**config.mk**
```make
export PLATFORM = sky130hd
export DESIGN_NAME = rgb_led_effect_controller_flat
export DESIGN_NICKNAME = d
export VERILOG_FILES = /design/src/design/rlec_pkg.sv /design/src/design/rlec_if.sv /design/src/design/rlec_cfg_regs.sv /design/src/design/rlec_effect_core.sv /design/src/design/rgb_led_effect_controller.sv /design/src/flat_wrapper.sv
export VERILOG_INCLUDE_DIRS = /design/src /design/src/design
export SDC_FILE = /design/constraint.sdc
export NUM_CORES = 1
export LEC_CHECK = 0
export BUFFER_PORTS_ARGS = -buffer_cell sky130_fd_sc_hd__buf_2
export CORE_ASPECT_RATIO = 0.9
export CORE_MARGIN = 2
export CORE_UTILIZATION = 40
export DETAILED_ROUTE_END_ITERATION = 10
export PLACE_DENSITY = 0.6
export SKIP_LAST_GASP = 1
export SLEW_MARGIN = 25
export SYNTH_ARGS = -nofsm -noshare
export SYNTH_HDL_FRONTEND = slang
export SYNTH_SLANG_ARGS = --single-unit
```
**constraint.sdc**
```tcl
create_clock -name i_clk -period 14.1 [get_ports i_clk]
set_input_delay 0.705 -clock i_clk [delete_from_list [all_inputs] [get_ports i_clk]]
set_output_delay 0.705 -clock i_clk [all_outputs]
set_load 0.01 [all_outputs]
```
**src/design/rgb_led_effect_controller_defines.svh**
```systemverilog
// Assertion helpers for the one file that carries checks.
// Every check is clocked on i_clk and switched off while i_rst_n is low.
`ifndef RGB_LED_EFFECT_CONTROLLER_DEFINES_SVH
`define RGB_LED_EFFECT_CONTROLLER_DEFINES_SVH

// The consequent must hold in the same cycle as the antecedent.
`define RLEC_ASSERT_IMP(lbl, ante, cons, msg) \
    lbl: assert property (@(posedge i_clk) disable iff (!i_rst_n) (ante) |-> (cons)) \
        else $error(msg);

// The consequent must hold in the cycle after the antecedent.
`define RLEC_ASSERT_NXT(lbl, ante, cons, msg) \
    lbl: assert property (@(posedge i_clk) disable iff (!i_rst_n) (ante) |=> (cons)) \
        else $error(msg);

`endif

```
**src/design/rlec_pkg.sv**
```systemverilog
package rlec_pkg;

    localparam int MODE_W   = 4;
    localparam int LEVEL_W  = 12;
    localparam int TIMER_W  = 16;
    localparam int DUTY_W   = 8;
    localparam int LMODE_W  = 7;
    localparam int NUM_CH   = 3;
    localparam int CFG_IDX_W = 2;
    localparam int CFG_DATA_W = 12;
    localparam int NUM_COLOURS = 7;

    // Effect constants.
    localparam logic [DUTY_W-1:0]  FADE_PEAK   = 8'd101;
    localparam int                 CYCLE_SLOT  = 200;
    localparam logic [TIMER_W-1:0] BLINK_ON    = 16'd100;
    localparam logic [TIMER_W-1:0] BLINK_TOTAL = 16'd150;

    // User modes.
    localparam logic [MODE_W-1:0] MODE_OFF       = 4'd0;
    localparam logic [MODE_W-1:0] MODE_CYCLE     = 4'd1;
    localparam logic [MODE_W-1:0] MODE_FADE      = 4'd2;
    localparam logic [MODE_W-1:0] MODE_BLINK_LO  = 4'd3;
    localparam logic [MODE_W-1:0] MODE_BLINK_HI  = 4'd9;
    // Stored in place of a mode when no effect has started yet.
    localparam logic [LMODE_W-1:0] MODE_NONE     = 7'd99;

    // Configuration register indexes.
    localparam logic [CFG_IDX_W-1:0] REG_IDLE_LIMIT = 2'd0;
    localparam logic [CFG_IDX_W-1:0] REG_FULL_LIMIT = 2'd1;
    localparam logic [CFG_IDX_W-1:0] REG_PWM_PERIOD = 2'd2;
    localparam logic [CFG_IDX_W-1:0] REG_FADE_INTV  = 2'd3;

    // LED bits: bit 0 red, bit 1 green, bit 2 blue.
    localparam logic [NUM_CH-1:0] LED_R = 3'b001;
    localparam logic [NUM_CH-1:0] LED_G = 3'b010;
    localparam logic [NUM_CH-1:0] LED_B = 3'b100;

    localparam logic [NUM_CH-1:0] COLOURS [NUM_COLOURS] = '{
        LED_R, LED_G, LED_B, LED_R | LED_G | LED_B,
        LED_R | LED_G, LED_G | LED_B, LED_R | LED_B
    };

    typedef enum logic [1:0] {
        CS_USER     = 2'd0,
        CS_FULL     = 2'd1,
        CS_CHARGING = 2'd2,
        CS_NONE     = 2'd3
    } t_charge_state;

    typedef enum logic [2:0] {
        FP_RED       = 3'd0,
        FP_GREEN     = 3'd1,
        FP_BLUE      = 3'd2,
        FP_RED_AGAIN = 3'd3,
        FP_CYAN      = 3'd4
    } t_fade_phase;

    typedef struct packed {
        logic [MODE_W-1:0]  mode;
        logic [LEVEL_W-1:0] charge_level;
        logic               pwm_advance;
        logic               effect_advance;
    } t_tick;

    typedef struct packed {
        logic [LEVEL_W-1:0] idle_limit;
        logic [LEVEL_W-1:0] full_limit;
        logic [DUTY_W-1:0]  pwm_period;
        logic [DUTY_W-1:0]  fade_interval;
    } t_cfg;

    // Returns {slot found, colour}; the timer is past the last slot when no slot is found.
    function automatic logic [NUM_CH:0] cycle_lookup(input logic [TIMER_W-1:0] t);
        logic [NUM_CH:0] res;
        int k;
        res = '0;
        for (k = NUM_COLOURS - 1; k >= 0; k--) begin
            if ({1'b0, t} < (TIMER_W + 1)'((k + 1) * CYCLE_SLOT)) begin
                res = {1'b1, COLOURS[k]};
            end
        end
        return res;
    endfunction

    function automatic logic [DUTY_W-1:0] sat_inc(input logic [DUTY_W-1:0] d);
        return (d == {DUTY_W{1'b1}}) ? d : d + 8'd1;
    endfunction

    function automatic logic [DUTY_W-1:0] sat_dec(input logic [DUTY_W-1:0] d);
        return (d == '0) ? d : d - 8'd1;
    endfunction

endpackage

```
**src/design/rlec_if.sv**
```systemverilog
interface rlec_tick_if import rlec_pkg::*; ();
    logic               valid;
    logic               ready;
    logic [MODE_W-1:0]  mode;
    logic [LEVEL_W-1:0] charge_level;
    logic               pwm_advance;
    logic               effect_advance;

    modport source (output valid, mode, charge_level, pwm_advance, effect_advance,
                    input ready);
    modport sink (input valid, mode, charge_level, pwm_advance, effect_advance,
                  output ready);
endinterface

interface rlec_led_if;
    logic valid;
    logic ready;
    logic red_on;
    logic green_on;
    logic blue_on;

    modport source (output valid, red_on, green_on, blue_on, input ready);
    modport sink (input valid, red_on, green_on, blue_on, output ready);
endinterface

interface rlec_cfg_if import rlec_pkg::*; ();
    logic                  valid;
    logic                  ready;
    logic [CFG_IDX_W-1:0]  index;
    logic [CFG_DATA_W-1:0] data;

    modport source (output valid, index, data, input ready);
    modport sink (input valid, index, data, output ready);
endinterface

```
**src/design/rlec_cfg_regs.sv**
```systemverilog
module rlec_cfg_regs import rlec_pkg::*; (
    input  logic       i_clk,
    input  logic       i_rst_n,
    rlec_cfg_if.sink   i_cfg,
    output t_cfg       o_cfg
);

    t_cfg r_cfg;

    assign i_cfg.ready = 1'b1;
    assign o_cfg       = r_cfg;

    always_ff @(posedge i_clk) begin
        if (!i_rst_n) begin
            r_cfg.idle_limit    <= 12'd2;
            r_cfg.full_limit    <= 12'd10;
            r_cfg.pwm_period    <= 8'd100;
            r_cfg.fade_interval <= 8'd10;
        end else if (i_cfg.valid) begin
            unique case (i_cfg.index)
                REG_IDLE_LIMIT: r_cfg.idle_limit    <= i_cfg.data;
                REG_FULL_LIMIT: r_cfg.full_limit    <= i_cfg.data;
                REG_PWM_PERIOD: r_cfg.pwm_period    <= i_cfg.data[DUTY_W-1:0];
                REG_FADE_INTV:  r_cfg.fade_interval <= i_cfg.data[DUTY_W-1:0];
                default:        r_cfg               <= r_cfg;
            endcase
        end
    end

endmodule

```
**src/design/rlec_effect_core.sv**
```systemverilog
module rlec_effect_core import rlec_pkg::*; (
    input  logic              i_clk,
    input  logic              i_rst_n,
    input  logic              i_fire,
    input  t_tick             i_tick,
    input  t_cfg              i_cfg,
    output logic [NUM_CH-1:0] o_leds
);

    logic [TIMER_W-1:0] r_timer,   n_timer;
    logic [DUTY_W-1:0]  r_cnt  [NUM_CH];
    logic [DUTY_W-1:0]  n_cnt  [NUM_CH];
    logic [DUTY_W-1:0]  r_duty [NUM_CH];
    logic [DUTY_W-1:0]  n_duty [NUM_CH];
    t_fade_phase        r_phase,   n_phase;
    logic [LMODE_W-1:0] r_last_mode, n_last_mode;
    t_charge_state      r_last_cs, n_last_cs;
    logic [NUM_CH-1:0]  r_led,     n_led;

    t_charge_state      cs;
    logic [LMODE_W-1:0] mode_ext;
    logic [NUM_CH:0]    slot;
    logic [NUM_CH-1:0]  rise;
    logic [NUM_CH-1:0]  above;
    t_fade_phase        phase_after;

    assign o_leds   = r_led;
    assign mode_ext = {{(LMODE_W - MODE_W){1'b0}}, i_tick.mode};

    always_comb begin
        n_timer     = r_timer + {{(TIMER_W - 1){1'b0}}, i_tick.effect_advance};
        n_phase     = r_phase;
        n_last_mode = r_last_mode;
        n_last_cs   = r_last_cs;
        n_led       = r_led;
        rise        = '0;
        above       = '0;
        phase_after = FP_RED;
        slot        = '0;
        for (int ch = 0; ch < NUM_CH; ch++) begin
            n_cnt[ch]  = r_cnt[ch] + {{(DUTY_W - 1){1'b0}}, i_tick.pwm_advance};
            n_duty[ch] = r_duty[ch];
        end

        if (i_tick.charge_level < i_cfg.idle_limit) begin
            cs = CS_USER;
        end else if (i_tick.charge_level < i_cfg.full_limit) begin
            cs = CS_FULL;
        end else begin
            cs = CS_CHARGING;
        end

        // A change of charge state forces the next effect to restart.
        if (cs != n_last_cs) begin
            n_last_cs   = cs;
            n_last_mode = MODE_NONE;
        end

        if (cs == CS_FULL) begin
            n_led = '0;
        end else if (cs == CS_CHARGING || i_tick.mode == MODE_CYCLE) begin
            if (n_last_mode != mode_ext) begin
                n_last_mode = mode_ext;
                n_led       = '0;
                n_timer     = '0;
            end
            slot = cycle_lookup(n_timer);
            if (slot[NUM_CH]) begin
                n_led = slot[NUM_CH-1:0];
            end else begin
                n_timer = '0;
            end
        end else if (i_tick.mode == MODE_OFF) begin
            n_led = '0;
        end else if (i_tick.mode == MODE_FADE) begin
            if (n_last_mode != mode_ext) begin
                n_last_mode = mode_ext;
                n_led       = '0;
                n_timer     = '0;
                n_phase     = FP_RED;
                for (int ch = 0; ch < NUM_CH; ch++) begin
                    n_cnt[ch]  = '0;
                    n_duty[ch] = '0;
                end
            end
            if (n_timer > {{(TIMER_W - DUTY_W){1'b0}}, i_cfg.fade_interval}) begin
                n_timer = '0;
                unique case (n_phase)
                    FP_RED: begin
                        rise        = LED_R;
                        phase_after = FP_GREEN;
                    end
                    FP_GREEN: begin
                        rise        = LED_G;
                        phase_after = FP_BLUE;
                    end
                    FP_BLUE: begin
                        rise        = LED_B;
                        phase_after = FP_RED_AGAIN;
                    end
                    FP_RED_AGAIN: begin
                        rise        = LED_R;
                        phase_after = FP_CYAN;
                    end
                    FP_CYAN: begin
                        rise        = LED_G | LED_B;
                        phase_after = FP_RED;
                    end
                    default: begin
                        rise        = '0;
                        phase_after = FP_RED;
                    end
                endcase
                if (rise == '0) begin
                    n_phase = FP_RED;
                end else begin
                    for (int ch = 0; ch < NUM_CH; ch++) begin
                        n_duty[ch] = rise[ch] ? sat_inc(n_duty[ch]) : sat_dec(n_duty[ch]);
                        above[ch]  = n_duty[ch] > FADE_PEAK;
                    end
                    // The phase ends once every ramping channel is past the peak.
                    if (&(~rise | above)) begin
                        n_phase = phase_after;
                    end
                end
            end
            for (int ch = 0; ch < NUM_CH; ch++) begin
                if (n_cnt[ch] < n_duty[ch]) begin
                    n_led[ch] = 1'b1;
                end else if (n_cnt[ch] < i_cfg.pwm_period) begin
                    n_led[ch] = 1'b0;
                end else begin
                    n_cnt[ch] = '0;
                end
            end
        end else if (i_tick.mode <= MODE_BLINK_HI) begin
            if (n_last_mode != mode_ext) begin
                n_last_mode = mode_ext;
                n_timer     = '0;
            end
            if (n_timer < BLINK_ON) begin
                n_led = COLOURS[3'(i_tick.mode - MODE_BLINK_LO)];
            end else if (n_timer < BLINK_TOTAL) begin
                n_led = '0;
            end else begin
                n_timer = '0;
            end
        end
    end

    always_ff @(posedge i_clk) begin
        if (!i_rst_n) begin
            r_timer     <= '0;
            r_phase     <= FP_RED;
            r_last_mode <= MODE_NONE;
            r_last_cs   <= CS_NONE;
            r_led       <= '0;
            for (int ch = 0; ch < NUM_CH; ch++) begin
                r_cnt[ch]  <= '0;
                r_duty[ch] <= '0;
            end
        end else if (i_fire) begin
            r_timer     <= n_timer;
            r_phase     <= n_phase;
            r_last_mode <= n_last_mode;
            r_last_cs   <= n_last_cs;
            r_led       <= n_led;
            for (int ch = 0; ch < NUM_CH; ch++) begin
                r_cnt[ch]  <= n_cnt[ch];
                r_duty[ch] <= n_duty[ch];
            end
        end
    end

endmodule

```
**src/design/rgb_led_effect_controller.sv**
```systemverilog
// Channel   Direction  Beat contents
// i_tick    in         mode, charge_level, pwm_advance, effect_advance
// o_led     out        red_on, green_on, blue_on
// i_cfg     in         index, data (always ready)
//
// Every input beat produces exactly one output beat, through the input register
// and then the result register. A beat is registered, then evaluated and its
// effect state updated; one beat per clock is sustained while o_led is drained.
// When o_led stalls, the result register and the input register each hold one
// beat before i_tick.ready drops.
// Synchronous active-low reset clears all effect state and loads register defaults.
`include "rgb_led_effect_controller_defines.svh"

module rgb_led_effect_controller import rlec_pkg::*; (
    input  logic       i_clk,
    input  logic       i_rst_n,
    rlec_tick_if.sink  i_tick,
    rlec_led_if.source o_led,
    rlec_cfg_if.sink   i_cfg
);

    t_cfg              cfg;
    t_tick             r_in;
    logic              r_in_valid;
    logic              r_out_valid;
    logic              out_free;
    logic              fire;
    logic              in_accept;
    logic [NUM_CH-1:0] leds;

    assign out_free     = !r_out_valid || o_led.ready;
    assign fire         = r_in_valid && out_free;
    assign i_tick.ready = !r_in_valid || out_free;
    assign in_accept    = i_tick.valid && i_tick.ready;

    assign o_led.valid    = r_out_valid;
    assign o_led.red_on   = leds[0];
    assign o_led.green_on = leds[1];
    assign o_led.blue_on  = leds[2];

    always_ff @(posedge i_clk) begin
        if (!i_rst_n) begin
            r_in_valid  <= 1'b0;
            r_out_valid <= 1'b0;
        end else begin
            if (in_accept) begin
                r_in_valid <= 1'b1;
            end else if (fire) begin
                r_in_valid <= 1'b0;
            end
            if (fire) begin
                r_out_valid <= 1'b1;
            end else if (o_led.ready) begin
                r_out_valid <= 1'b0;
            end
        end
    end

    always_ff @(posedge i_clk) begin
        if (in_accept) begin
            r_in.mode           <= i_tick.mode;
            r_in.charge_level   <= i_tick.charge_level;
            r_in.pwm_advance    <= i_tick.pwm_advance;
            r_in.effect_advance <= i_tick.effect_advance;
        end
    end

    rlec_cfg_regs u_cfg_regs (
        .i_clk   (i_clk),
        .i_rst_n (i_rst_n),
        .i_cfg   (i_cfg),
        .o_cfg   (cfg)
    );

    // The core's LED register doubles as the result payload: it only changes on fire.
    rlec_effect_core u_core (
        .i_clk   (i_clk),
        .i_rst_n (i_rst_n),
        .i_fire  (fire),
        .i_tick  (r_in),
        .i_cfg   (cfg),
        .o_leds  (leds)
    );

    `RLEC_ASSERT_NXT(a_fire_gives_beat, fire, o_led.valid, "evaluated beat not presented")
    `RLEC_ASSERT_IMP(a_ready_low_only_full, !i_tick.ready,
        r_in_valid && r_out_valid && !o_led.ready, "input stalled with room free")
    `RLEC_ASSERT_NXT(a_mode_off_dark,
        fire && r_in.mode == MODE_OFF && r_in.charge_level < cfg.idle_limit,
        !o_led.red_on && !o_led.green_on && !o_led.blue_on, "mode off lit an LED")
    `RLEC_ASSERT_NXT(a_full_dark,
        fire && r_in.charge_level >= cfg.idle_limit && r_in.charge_level < cfg.full_limit,
        !o_led.red_on && !o_led.green_on && !o_led.blue_on, "full state lit an LED")

endmodule
```
**src/flat_wrapper.sv**
```systemverilog
// flat-port wrapper written by rule: the top's interface ports become plain ports
module rgb_led_effect_controller_flat import rlec_pkg::*;
  (i_clk, i_rst_n, i_tick_valid, i_tick_mode, i_tick_charge_level, i_tick_pwm_advance, i_tick_effect_advance, i_tick_ready, o_led_valid, o_led_red_on, o_led_green_on, o_led_blue_on, o_led_ready, i_cfg_valid, i_cfg_index, i_cfg_data, i_cfg_ready);
  rlec_tick_if i_tick_i ();
  rlec_led_if o_led_i ();
  rlec_cfg_if i_cfg_i ();
  input  logic i_clk;
  input  logic i_rst_n;
  input wire logic [$bits(i_tick_i.valid)-1:0] i_tick_valid;
  input wire logic [$bits(i_tick_i.mode)-1:0] i_tick_mode;
  input wire logic [$bits(i_tick_i.charge_level)-1:0] i_tick_charge_level;
  input wire logic [$bits(i_tick_i.pwm_advance)-1:0] i_tick_pwm_advance;
  input wire logic [$bits(i_tick_i.effect_advance)-1:0] i_tick_effect_advance;
  output wire logic [$bits(i_tick_i.ready)-1:0] i_tick_ready;
  output wire logic [$bits(o_led_i.valid)-1:0] o_led_valid;
  output wire logic [$bits(o_led_i.red_on)-1:0] o_led_red_on;
  output wire logic [$bits(o_led_i.green_on)-1:0] o_led_green_on;
  output wire logic [$bits(o_led_i.blue_on)-1:0] o_led_blue_on;
  input wire logic [$bits(o_led_i.ready)-1:0] o_led_ready;
  input wire logic [$bits(i_cfg_i.valid)-1:0] i_cfg_valid;
  input wire logic [$bits(i_cfg_i.index)-1:0] i_cfg_index;
  input wire logic [$bits(i_cfg_i.data)-1:0] i_cfg_data;
  output wire logic [$bits(i_cfg_i.ready)-1:0] i_cfg_ready;
  assign i_tick_i.valid = i_tick_valid;
  assign i_tick_i.mode = i_tick_mode;
  assign i_tick_i.charge_level = i_tick_charge_level;
  assign i_tick_i.pwm_advance = i_tick_pwm_advance;
  assign i_tick_i.effect_advance = i_tick_effect_advance;
  assign i_tick_ready = i_tick_i.ready;
  assign o_led_valid = o_led_i.valid;
  assign o_led_red_on = o_led_i.red_on;
  assign o_led_green_on = o_led_i.green_on;
  assign o_led_blue_on = o_led_i.blue_on;
  assign o_led_i.ready = o_led_ready;
  assign i_cfg_i.valid = i_cfg_valid;
  assign i_cfg_i.index = i_cfg_index;
  assign i_cfg_i.data = i_cfg_data;
  assign i_cfg_ready = i_cfg_i.ready;
  rgb_led_effect_controller u_core (.i_clk(i_clk), .i_rst_n(i_rst_n), .i_tick(i_tick_i), .o_led(o_led_i), .i_cfg(i_cfg_i));
endmodule
```
After elaboration in Yosys (flattened, before gate mapping):

Memories as Yosys holds them, arrays and structs flattened.
Cells that the tools add are included.
Widths: inputs -> output; s select.

* word-level logic and storage cells: 231
* bits in read-only memories: 24
* memory bits (writable): 48
* memories: 3
* bits in registers: 91

* equality and inequality tests: 16
* bitwise operators: 12
* magnitude comparators: 23
* reduce and logical (&&, ||, !) cells: 27
* $add $sub $neg: 11
* mux-type cells: 124

Memory list
* (no name shown): depth 8, width 3, rd ports 1, clocked after memory_dff 0, write ports 0, RTL line rlec_effect_core.sv:142 `n_led = COLOURS[3'(i_tick.mode - MODE_BLINK_LO)];`
* u_core.u_core.r_cnt: depth 3, width 8, rd ports 3, clocked after memory_dff 0, write ports 3, RTL line rlec_effect_core.sv:11 `logic [DUTY_W-1:0] r_cnt [NUM_CH];`
* u_core.u_core.r_duty: depth 3, width 8, rd ports 3, clocked after memory_dff 0, write ports 3, RTL line rlec_effect_core.sv:13 `logic [DUTY_W-1:0] r_duty [NUM_CH];`

Operators with widths (number)
* $mux 24: 24
* $mux 16: 21
* $mux 8: 21
* $mux 3: 24
* $mux 7: 7
* $lt 16x10->1 const B: 3
* $lt 8x8->1: 6
* $mux 4: 9
* $lt 16x11->1 const B: 2
* $lt 16x8->1 const B: 2
* $add 8x1->8: 3
* $add 8x1->8 const B: 3
* $eq 8x8->1 const B: 3
* $gt 8x7->1 const B: 3
* $logic_not 8->1: 3
* $lt 12x12->1: 2
* $pmux 3 s4: 2
* $sub 8x1->8 const B: 3
* $add 16x1->16: 1
* $gt 16x8->1: 1
* $lt 16x7->1 const B: 1
* $lt 16x9->1 const B: 1
* $mux 1: 14
* $reduce_and 2->1: 5
* 30 further kinds: 49

Logic depth before layout (Yosys ltp):

Gate-level depths: netlist of run 1.

* depth in word-level cells: 33
* gate-level depth with buffers: 35

Cells and area by module:

From an unflattened synthesis of run 1, not the netlist that was laid out.

* cells, all modules: 1266
* area, all modules: 10550.1 um^2

By module, submodules not included
* rlec_effect_core: instances 1, seq. area each 2062.0 um^2, area an instance 8325.5 um^2, cells each 1084
* rlec_cfg_regs: instances 1, seq. area each 800.8 um^2, area an instance 1580.3 um^2, cells each 155
* rgb_led_effect_controller: instances 1, seq. area each 580.6 um^2, area an instance 644.4 um^2, cells each 27

Worst setup path after synthesis of run 1:

No wires, ideal clock.

* path type: flip-flop to flip-flop
* start: register u_core.r_in[13] (netlist name)
* end: memory u_core.u_core.r_cnt[2][0] (netlist: u_core.u_core.r_cnt[0][16]), data pin
* cell stages (with the launch flop): 33
* required time: 13835 ps
* library setup time: 265 ps
* path slack: 7615 ps
* clock period less this slack: 6485 ps
* data arrival time: 6220 ps
* cells stage by stage: edfxtp_1 -> ha_1 -> nand4_1 -> o21bai_1 -> o32ai_2 -> o211a_4 -> o31ai_4 -> nor2_2 -> buf_2 -> buf_2 -> buf_2 -> buf_1 -> buf_2 -> nand2_1 -> ha_1 -> inv_1 -> a21oi_1 -> o21bai_1 -> a21o_1 -> a21oi_1 -> o21ai_0 -> o21a_1 -> o21a_1 -> buf_2 -> buf_2 -> o211ai_1 -> ha_1 -> nand4_1 -> a311o_1 -> a221oi_1 -> o21bai_1 -> a21oi_2 -> nor2b_1

RTL lines
* from (decl): RTL line rgb_led_effect_controller.sv:23 `t_tick r_in;`
* to (decl): RTL line rlec_effect_core.sv:11

==> run_summary.xml, run 1 <==
<?xml version="1.0" encoding="UTF-8"?>
<metrics>
  <group name="pwr">
    <metric name="static-leakage-power" unit="nW">4.40</metric>
    <metric name="worst_ir_drop_vdd" unit="mV">0.0667</metric>
    <metric name="power.density_cell_area" unit="nW/um^2">90.5</metric>
  </group>
  <group name="floorplan">
    <metric name="dieWidth" unit="um">176</metric>
    <metric name="num_io_pins" unit="">43</metric>
    <metric name="initial_utilization" unit="%">40.8</metric>
    <metric name="floorplan.die_area" unit="sq um">27900</metric>
    <metric name="die_y" unit="um">159</metric>
    <metric name="rows" unit="">56</metric>
    <metric name="core" unit="sq um">26100</metric>
  </group>
  <group name="global_route">
    <metric name="pin_count_of_the_biggest_net_entering_global_routing" unit="">70</metric>
    <metric name="first_pass_grt_wire_length" unit="um">47800</metric>
    <metric name="grt.total_usage" unit="%">21.7</metric>
    <metric name="grt_antenna_before_repair" unit="">0</metric>
    <metric name="gr-total-overflow" unit="">0</metric>
    <metric name="first_global_vias" unit="">8905</metric>
  </group>
  <group name="clock_network">
    <metric name="holdBufCountCts" unit="">0</metric>
    <metric name="cts-root-to-sink-buffers" unit="">2</metric>
    <metric name="tritoncts" unit="">built</metric>
    <metric name="clkSinkCount" unit="">139</metric>
    <metric name="clk_pin_slew" unit="ps">70</metric>
    <metric name="cts-htree-levels" unit="">4</metric>
    <metric name="post_cts_resized" unit="">0</metric>
    <metric name="worstSkewPairLatency" unit="ps">430</metric>
    <metric name="cts_post_setup_buffers_inserted" unit="">0</metric>
    <metric name="numCtsBuffers" unit="">17</metric>
    <metric name="clk_root_buffer_cell" unit="">clkbuf_16</metric>
  </group>
  <group name="worst_setup_path">
    <metric name="timing.critical_path.slowest_stage_cell" unit="">o21a_1</metric>
    <metric name="arrival" unit="ps">7760</metric>
    <metric name="critical_path.top_delay_family" unit="">compound AO/OA/AOI/OAI gates</metric>
    <metric name="critPathMaxFanout" unit="">43</metric>
    <metric name="setup.worst_path.start_class" unit="">flip-flop</metric>
    <metric name="path_buf_inv" unit="">0</metric>
    <metric name="critical_path_class" unit="">reg2reg</metric>
    <metric name="crit_required" unit="ps">14260</metric>
    <metric name="crit_path_end_kind" unit="">flip-flop</metric>
    <metric name="slowest_delay" unit="ps">690</metric>
  </group>
  <group name="timing">
    <metric name="finClkSkew" unit="ps">10.2</metric>
    <metric name="layout_min_cycle_time" unit="ps">7590</metric>
    <metric name="max_slew_margin" unit="%">38.9</metric>
    <metric name="report.final.setup_viol" unit="">0</metric>
    <metric name="drv_slew" unit="">0</metric>
    <metric name="timing.fmax" unit="GHz">0.132</metric>
    <metric name="worst_slack" unit="ps">6510</metric>
    <metric name="period_share" unit="%">53.8</metric>
    <metric name="worst_slew_pin_slew" unit="ps">912</metric>
    <metric name="report.final.hold_viol_count" unit="">0</metric>
    <metric name="grt_setup_unrepaired" unit="">no</metric>
    <metric name="timing.setup.tns" unit="ps">0</metric>
  </group>
  <group name="logic_synthesis">
    <metric name="synthDistinctLibCells" unit="">99</metric>
    <metric name="async_reset_ff_share" unit="%">0</metric>
    <metric name="mean_instance_size_in_the_synthesized_netlist" unit="sq um">8.28</metric>
    <metric name="yosysWarningCount" unit="">0</metric>
    <metric name="synth_largest_type_area_fraction" unit="%">18.7</metric>
    <metric name="synth_area" unit="sq um">10600</metric>
    <metric name="synth_seq_cells" unit="">139</metric>
    <metric name="synthDominantAreaCellType" unit="">edfxtp_1</metric>
    <metric name="synth_enable_flop_cells" unit="">66</metric>
    <metric name="synth_sequential_area_ratio" unit="%">32.4</metric>
    <metric name="synth.net_count" unit="">1412</metric>
    <metric name="syn_inst_count" unit="">1284</metric>
    <metric name="synth_top_flop_cell" unit="">dfxtp_1</metric>
    <metric name="synth_area_leaders" unit="">edfxtp_1 19%, dfxtp_1 14%, ha_1 11%</metric>
  </group>
  <group name="place">
    <metric name="final_replace_weighted_congestion" unit="">0.862</metric>
    <metric name="io_port_bufs" unit="">41</metric>
    <metric name="post-dp-hpwl" unit="um">21500</metric>
    <metric name="placement.setup.worst_slack" unit="ps">6630</metric>
  </group>
  <group name="routing">
    <metric name="antenna_left" unit="">0</metric>
    <metric name="wire_per_inst" unit="um">17.7</metric>
    <metric name="post-route-drc-count" unit="">0</metric>
    <metric name="drt_first_iter_violations" unit="">884</metric>
    <metric name="detail_route.first_pass.iterations" unit="">5</metric>
    <metric name="routed_wl" unit="um">29300</metric>
    <metric name="vias_per_cell" unit="">5.79</metric>
    <metric name="routed-via-count" unit="">9573</metric>
  </group>
  <group name="outcome">
    <metric name="status" unit="">finished clean</metric>
  </group>
  <group name="layout">
    <metric name="highest_count_cells_in_the_layout_ignoring_fill_and_taps" unit="">187 x nand2_1, 119 x nor2_1, 91 x ha_1</metric>
    <metric name="layout-area-overhead-vs-synth" unit="%">9.81</metric>
    <metric name="n_fill_cell" unit="">2592</metric>
    <metric name="drive_gt1_share" unit="%">9.50</metric>
    <metric name="final_net_count" unit="">1420</metric>
    <metric name="layout.cells.most_common" unit="">nand2_1</metric>
  </group>
  <group name="hold_path">
    <metric name="min_path_type" unit="">reg2reg</metric>
  </group>
  <group name="job">
    <metric name="drv.max_cap_violation_count" unit="">0</metric>
  </group>
</metrics>
[worst paths after layout]
check | slack, ps | cells after the start | endpoint | start
worst max register to register | 6510 | 25 | u_core.u_core.r_cnt[0][17] | u_core.r_in[13]
worst min-delay path | 430 | 2 | u_core.u_core.r_last_mode[4] | u_core.u_core.r_last_mode[4]
worst min register to register | 430 | 2 | u_core.u_core.r_last_mode[4] | u_core.u_core.r_last_mode[4]
worst max-delay path | 6510 | 25 | u_core.u_core.r_cnt[0][17] | u_core.r_in[13]
[state kept, by name (all words and copies together) (netlist names)]
signal and count:
u_core.u_cfg_regs.o_cfg 40, u_core.u_core.r_cnt 24, u_core.u_core.r_duty 24, u_core.r_in 18, u_core.u_core.r_timer 16, u_core.u_core.r_last_mode 7, u_core.u_core.o_leds 3, u_core.u_core.r_phase 3
u_core.u_core.r_last_cs 2, u_core.o_led.valid 1, u_core.r_in_valid 1
[per-layer routing]
metal / share of wire, % / wire, um / GRT usage, % / vias up
met1: 49 / 14300 / 31.4 / 4508
met4: 2.0 / 583 / 6.14 / 0
li1: - / - / - / 4716
met2: 44 / 12800 / 33.6 / 308
met3: 5.5 / 1600 / 3.44 / 41
met5: 0 / 0 / 0 / -
[synthesized netlist by cell type (5+ instances only)]
cell type	instances
nand2_1	188
nor2_1	119
ha_1	91
dfxtp_1	73
edfxtp_1	66
o21ai_0	66
a21oi_1	65
inv_1	62
nand3_1	41
clkbuf_1	37
a21boi_0	36
nor3_1	30
xnor2_1	29
xor2_1	25
and3_1	22
o21a_1	20
o211ai_1	17
a31oi_1	16
and2_1	15
a21o_1	14
buf_2	14
nand4_1	12
o22ai_1	11
nor2b_1	10
or3_1	10
nand2b_1	9
nor3b_1	8
o2111ai_1	8
o31ai_1	8
and4_1	7
nand3b_1	7
nor4_1	7
a211oi_1	6
or2_2	6
a21oi_2	5
a32o_1	5
a32oi_1	5
buf_1	5
o21bai_1	5
[where the power goes]
part	internal, mW	switching, mW	leakage, nW
Clock	0.267	0.202	0.294
Sequential	0.441	0.0185	1.27
Combinational	0.0450	0.0817	2.84
Total	0.753	0.302	4.40
[final cells by class]
type	instances	area [sq um]	area share, %
multi-input cells	1021	6680	57.2
flip-flops and latches	139	3440	29.5
well taps	348	435	3.73
clock inverters	15	175	1.50
diodes	1	2.50	0.0214
repair buffers	50	273	2.34
inverters	63	236	2.03
clock buffers	17	425	3.65
[per-stage QoR]
stage	hold slack, ps	std cells	total power, mW	utilization [%]	area, sq um
finish	434	1654	1.06	44.8	11700
global route	433	1653	1.09	44.8	11700
global placement	422	1621	0.592	42.4	11100
CTS	429	1653	1.06	44.7	11700
detailed placement	425	1621	0.593	42.4	11100
floorplan	410	1284	0.551	-	10600
[worst min-delay path, cell delays in order, from the launching register on]
cell     delay (ps)
dfxtp_1         310
nand2_1          50
nor2_1           30
[cells by family after synthesis]
| family | after synthesis | synth area share [%] |
|---|---|---|
| AND/OR/NAND/NOR | 522 | 23.9 |
| AO/OA/AOI/OAI | 349 | 23.3 |
| flip-flops | 139 | 32.4 |
| buffers and inverters | 124 | 4.83 |
| adder cells (fa/ha/maj) | 91 | 10.7 |
| XOR/XNOR | 54 | 4.45 |
| multiplexers | 4 | 0.389 |
| other | 1 | 0.0353 |
Power figures use the tool's default switching activity.
==> run 2: changes to the inputs <==
Clock period 14.1 ns to 7.86 ns, I/O delays scaled along.
==> run 2 against run 1 <==
Effect of this change: sequential cell count is the same; via count is 0.11% lower; die area unchanged; critical path depth decreased by 1; register-to-register slack worse by 5900 ps; setup slack worse by 5900 ps; sequential power grew 80%; final area barely moved; global-route usage hardly changed; clock skew is 1.7 ps higher; sequential share of layout area is essentially flat; critical path type unchanged; critical endpoint unchanged.
==> run_summary.xml, run 2 (same netlist as run 1, synthesis figures left out) <==
<?xml version="1.0" encoding="UTF-8"?>
<metrics>
  <group name="worst_setup_path">
    <metric name="arrival" unit="ps">7450</metric>
    <metric name="path_cells" unit="">ha_1 -&gt; nand4_1 -&gt; o21bai_1 -&gt; o32ai_2 -&gt; o211a_4 -&gt; o31a_1 -&gt; and3_1 -&gt; ha_1 -&gt; a21oi_1 -&gt; o21bai_1 -&gt; a21o_1 -&gt; a21oi_1 -&gt; o21ai_0 -&gt; o21a_1 -&gt; o21a_1 -&gt; o21ai_0 -&gt; a32oi_1 -&gt; ha_1 -&gt; nand4_1 -&gt; a311o_1 -&gt; a221oi_1 -&gt; o21bai_1 -&gt; a21oi_2 -&gt; nor2b_1</metric>
    <metric name="timing.reg2reg.worst_path_depth" unit="">24</metric>
    <metric name="path_buf_inv" unit="">0</metric>
    <metric name="critical_path.top_delay_family" unit="">compound AO/OA/AOI/OAI gates</metric>
    <metric name="timing.critical_path.slowest_stage_cell" unit="">o21a_1</metric>
    <metric name="crit_required" unit="ps">8040</metric>
    <metric name="critical_path_class" unit="">reg2reg</metric>
    <metric name="setup.worst_path.start_class" unit="">flip-flop</metric>
    <metric name="crit_path_end_kind" unit="">flip-flop</metric>
    <metric name="crit_cells" unit="">24</metric>
    <metric name="critPathMaxFanout" unit="">21</metric>
    <metric name="slowest_delay" unit="ps">680</metric>
  </group>
  <group name="layout">
    <metric name="finalNonFillerCells" unit="">1656</metric>
    <metric name="layout-area-overhead-vs-synth" unit="%">9.70</metric>
    <metric name="num_antenna_cells" unit="">0</metric>
    <metric name="drive_gt1_share" unit="%">9.56</metric>
    <metric name="highest_count_cells_in_the_layout_ignoring_fill_and_taps" unit="">187 x nand2_1, 119 x nor2_1, 91 x ha_1</metric>
    <metric name="n_fill_cell" unit="">2648</metric>
    <metric name="largest_register_ff_count" unit="">40</metric>
    <metric name="layout.cells.most_common" unit="">nand2_1</metric>
    <metric name="post-route-cell-area" unit="sq um">11700</metric>
    <metric name="final_net_count" unit="">1423</metric>
  </group>
  <group name="clock_network">
    <metric name="clk_root_buffer_cell" unit="">clkbuf_16</metric>
    <metric name="post_cts_resized" unit="">0</metric>
    <metric name="cts_post_setup_buffers_inserted" unit="">0</metric>
    <metric name="clkSinkCount" unit="">139</metric>
    <metric name="cts-root-to-sink-buffers" unit="">2</metric>
    <metric name="tritoncts" unit="">built</metric>
    <metric name="clk_pin_slew" unit="ps">70</metric>
    <metric name="worstSkewPairLatency" unit="ps">440</metric>
    <metric name="holdBufCountCts" unit="">0</metric>
    <metric name="cts-htree-levels" unit="">4</metric>
    <metric name="numCtsBuffers" unit="">17</metric>
  </group>
  <group name="timing">
    <metric name="timing.fmax" unit="GHz">0.137</metric>
    <metric name="report.final.setup_viol" unit="">0</metric>
    <metric name="report.final.hold_viol_count" unit="">0</metric>
    <metric name="grt_setup_unrepaired" unit="">no</metric>
    <metric name="drv_slew" unit="">0</metric>
    <metric name="worst_slack" unit="ps">585</metric>
    <metric name="timing.setup.tns" unit="ps">0</metric>
    <metric name="layout_min_cycle_time" unit="ps">7280</metric>
    <metric name="finClkSkew" unit="ps">11.9</metric>
    <metric name="period_share" unit="%">92.6</metric>
    <metric name="worst_slew_pin_slew" unit="ps">898</metric>
    <metric name="max_slew_margin" unit="%">40.1</metric>
  </group>
  <group name="place">
    <metric name="placement.setup.worst_slack" unit="ps">778</metric>
    <metric name="final_replace_weighted_congestion" unit="">0.858</metric>
    <metric name="place.detailed.instances" unit="">1624</metric>
    <metric name="post-dp-hpwl" unit="um">22000</metric>
    <metric name="placedInstanceArea" unit="sq um">11100</metric>
    <metric name="io_port_bufs" unit="">41</metric>
  </group>
  <group name="outcome">
    <metric name="status" unit="">finished clean</metric>
  </group>
  <group name="hold_path">
    <metric name="min_path_type" unit="">in2reg</metric>
    <metric name="holdPathStages" unit="">1</metric>
  </group>
  <group name="global_route">
    <metric name="gr-total-overflow" unit="">0</metric>
    <metric name="first_pass_grt_wire_length" unit="um">47500</metric>
    <metric name="grt_antenna_before_repair" unit="">0</metric>
    <metric name="pin_count_of_the_biggest_net_entering_global_routing" unit="">70</metric>
    <metric name="first_global_vias" unit="">8885</metric>
    <metric name="grt.total_usage" unit="%">21.8</metric>
  </group>
  <group name="routing">
    <metric name="routed-via-count" unit="">9562</metric>
    <metric name="wire_per_inst" unit="um">17.8</metric>
    <metric name="routed_wl" unit="um">29400</metric>
    <metric name="detail_route.first_pass.iterations" unit="">5</metric>
    <metric name="post-route-drc-count" unit="">0</metric>
    <metric name="vias_per_cell" unit="">5.77</metric>
    <metric name="antenna_left" unit="">0</metric>
    <metric name="drt_first_iter_violations" unit="">887</metric>
  </group>
  <group name="floorplan">
    <metric name="dieWidth" unit="um">176</metric>
    <metric name="rows" unit="">56</metric>
    <metric name="die_y" unit="um">159</metric>
    <metric name="core" unit="sq um">26100</metric>
    <metric name="num_io_pins" unit="">43</metric>
    <metric name="initial_utilization" unit="%">40.8</metric>
    <metric name="floorplan.die_area" unit="sq um">27900</metric>
  </group>
  <group name="job">
    <metric name="drv.max_cap_violation_count" unit="">0</metric>
  </group>
  <group name="pwr">
    <metric name="power.density_cell_area" unit="nW/um^2">158</metric>
    <metric name="static-leakage-power" unit="nW">4.40</metric>
    <metric name="worst_ir_drop_vdd" unit="mV">0.138</metric>
  </group>
</metrics>
[run 2: changes by cell type in the layout (fill, tap and decap cells not counted), moves of 2 or more]
cell      delta
buf_4        +3
clkinv_2     +3
inv_6        -4
inv_8        -2
[run 2: worst paths after layout]
path	start	endpoint	slack, ps
worst max-delay path	u_core.r_in[12]	u_core.u_core.r_cnt[0][17]	580
worst min register to register	u_core.u_core.r_last_mode[4]	u_core.u_core.r_last_mode[4]	430
worst max register to register	u_core.r_in[12]	u_core.u_core.r_cnt[0][17]	580
worst min-delay path	i_tick_charge_level[4]	u_core.r_in[6]	120
[run 2: where the power goes]
part	switching [mW]	internal, mW	total, mW
logic	0.146	0.0803	0.226
clock network	0.341	0.455	0.796
registers	0.0331	0.791	0.824
total	0.520	1.33	1.85
[run 2: stage by stage]
step / hold slack, ps / power [mW] / util, %
floorplan: 410 / 0.988 / -
global placement: 425 / 1.06 / 42.5
detailed placement: 427 / 1.06 / 42.5
CTS: 106 / 1.85 / 44.7
global route: 109 / 1.91 / 44.7
finish: 123 / 1.85 / 44.7
[run 2: layout make-up]
cell class,count,area (sq um),area share (%)
multi-input combinational,1021,6680,57.3
sequential,139,3440,29.5
clock buffer,19,454,3.90
tap,348,435,3.74
timing repair buffer,53,295,2.53
inverter,63,236,2.03
clock inverter,13,115,0.987
[run 2: worst reg2reg max path, stage by stage (launching register included)]
cell and delay [ps]:
edfxtp_1 410, ha_1 320, nand4_1 200, o21bai_1 250
o32ai_2 350, o211a_4 250, o31a_1 590, and3_1 260
ha_1 140, a21oi_1 90, o21bai_1 150, a21o_1 130
a21oi_1 60, o21ai_0 550, o21a_1 370, o21a_1 680
o21ai_0 210, a32oi_1 290, ha_1 200, nand4_1 140
a311o_1 350, a221oi_1 420, o21bai_1 160, a21oi_2 370
nor2b_1 90
[run 2: per-layer routing]
metal	track usage, %	vias up	share of wire (%)
li1	-	4707	-
met1	31.1	4554	50
met2	33.7	264	44
met3	4.30	37	5.1
met4	5.43	0	1.3
met5	0	-	0
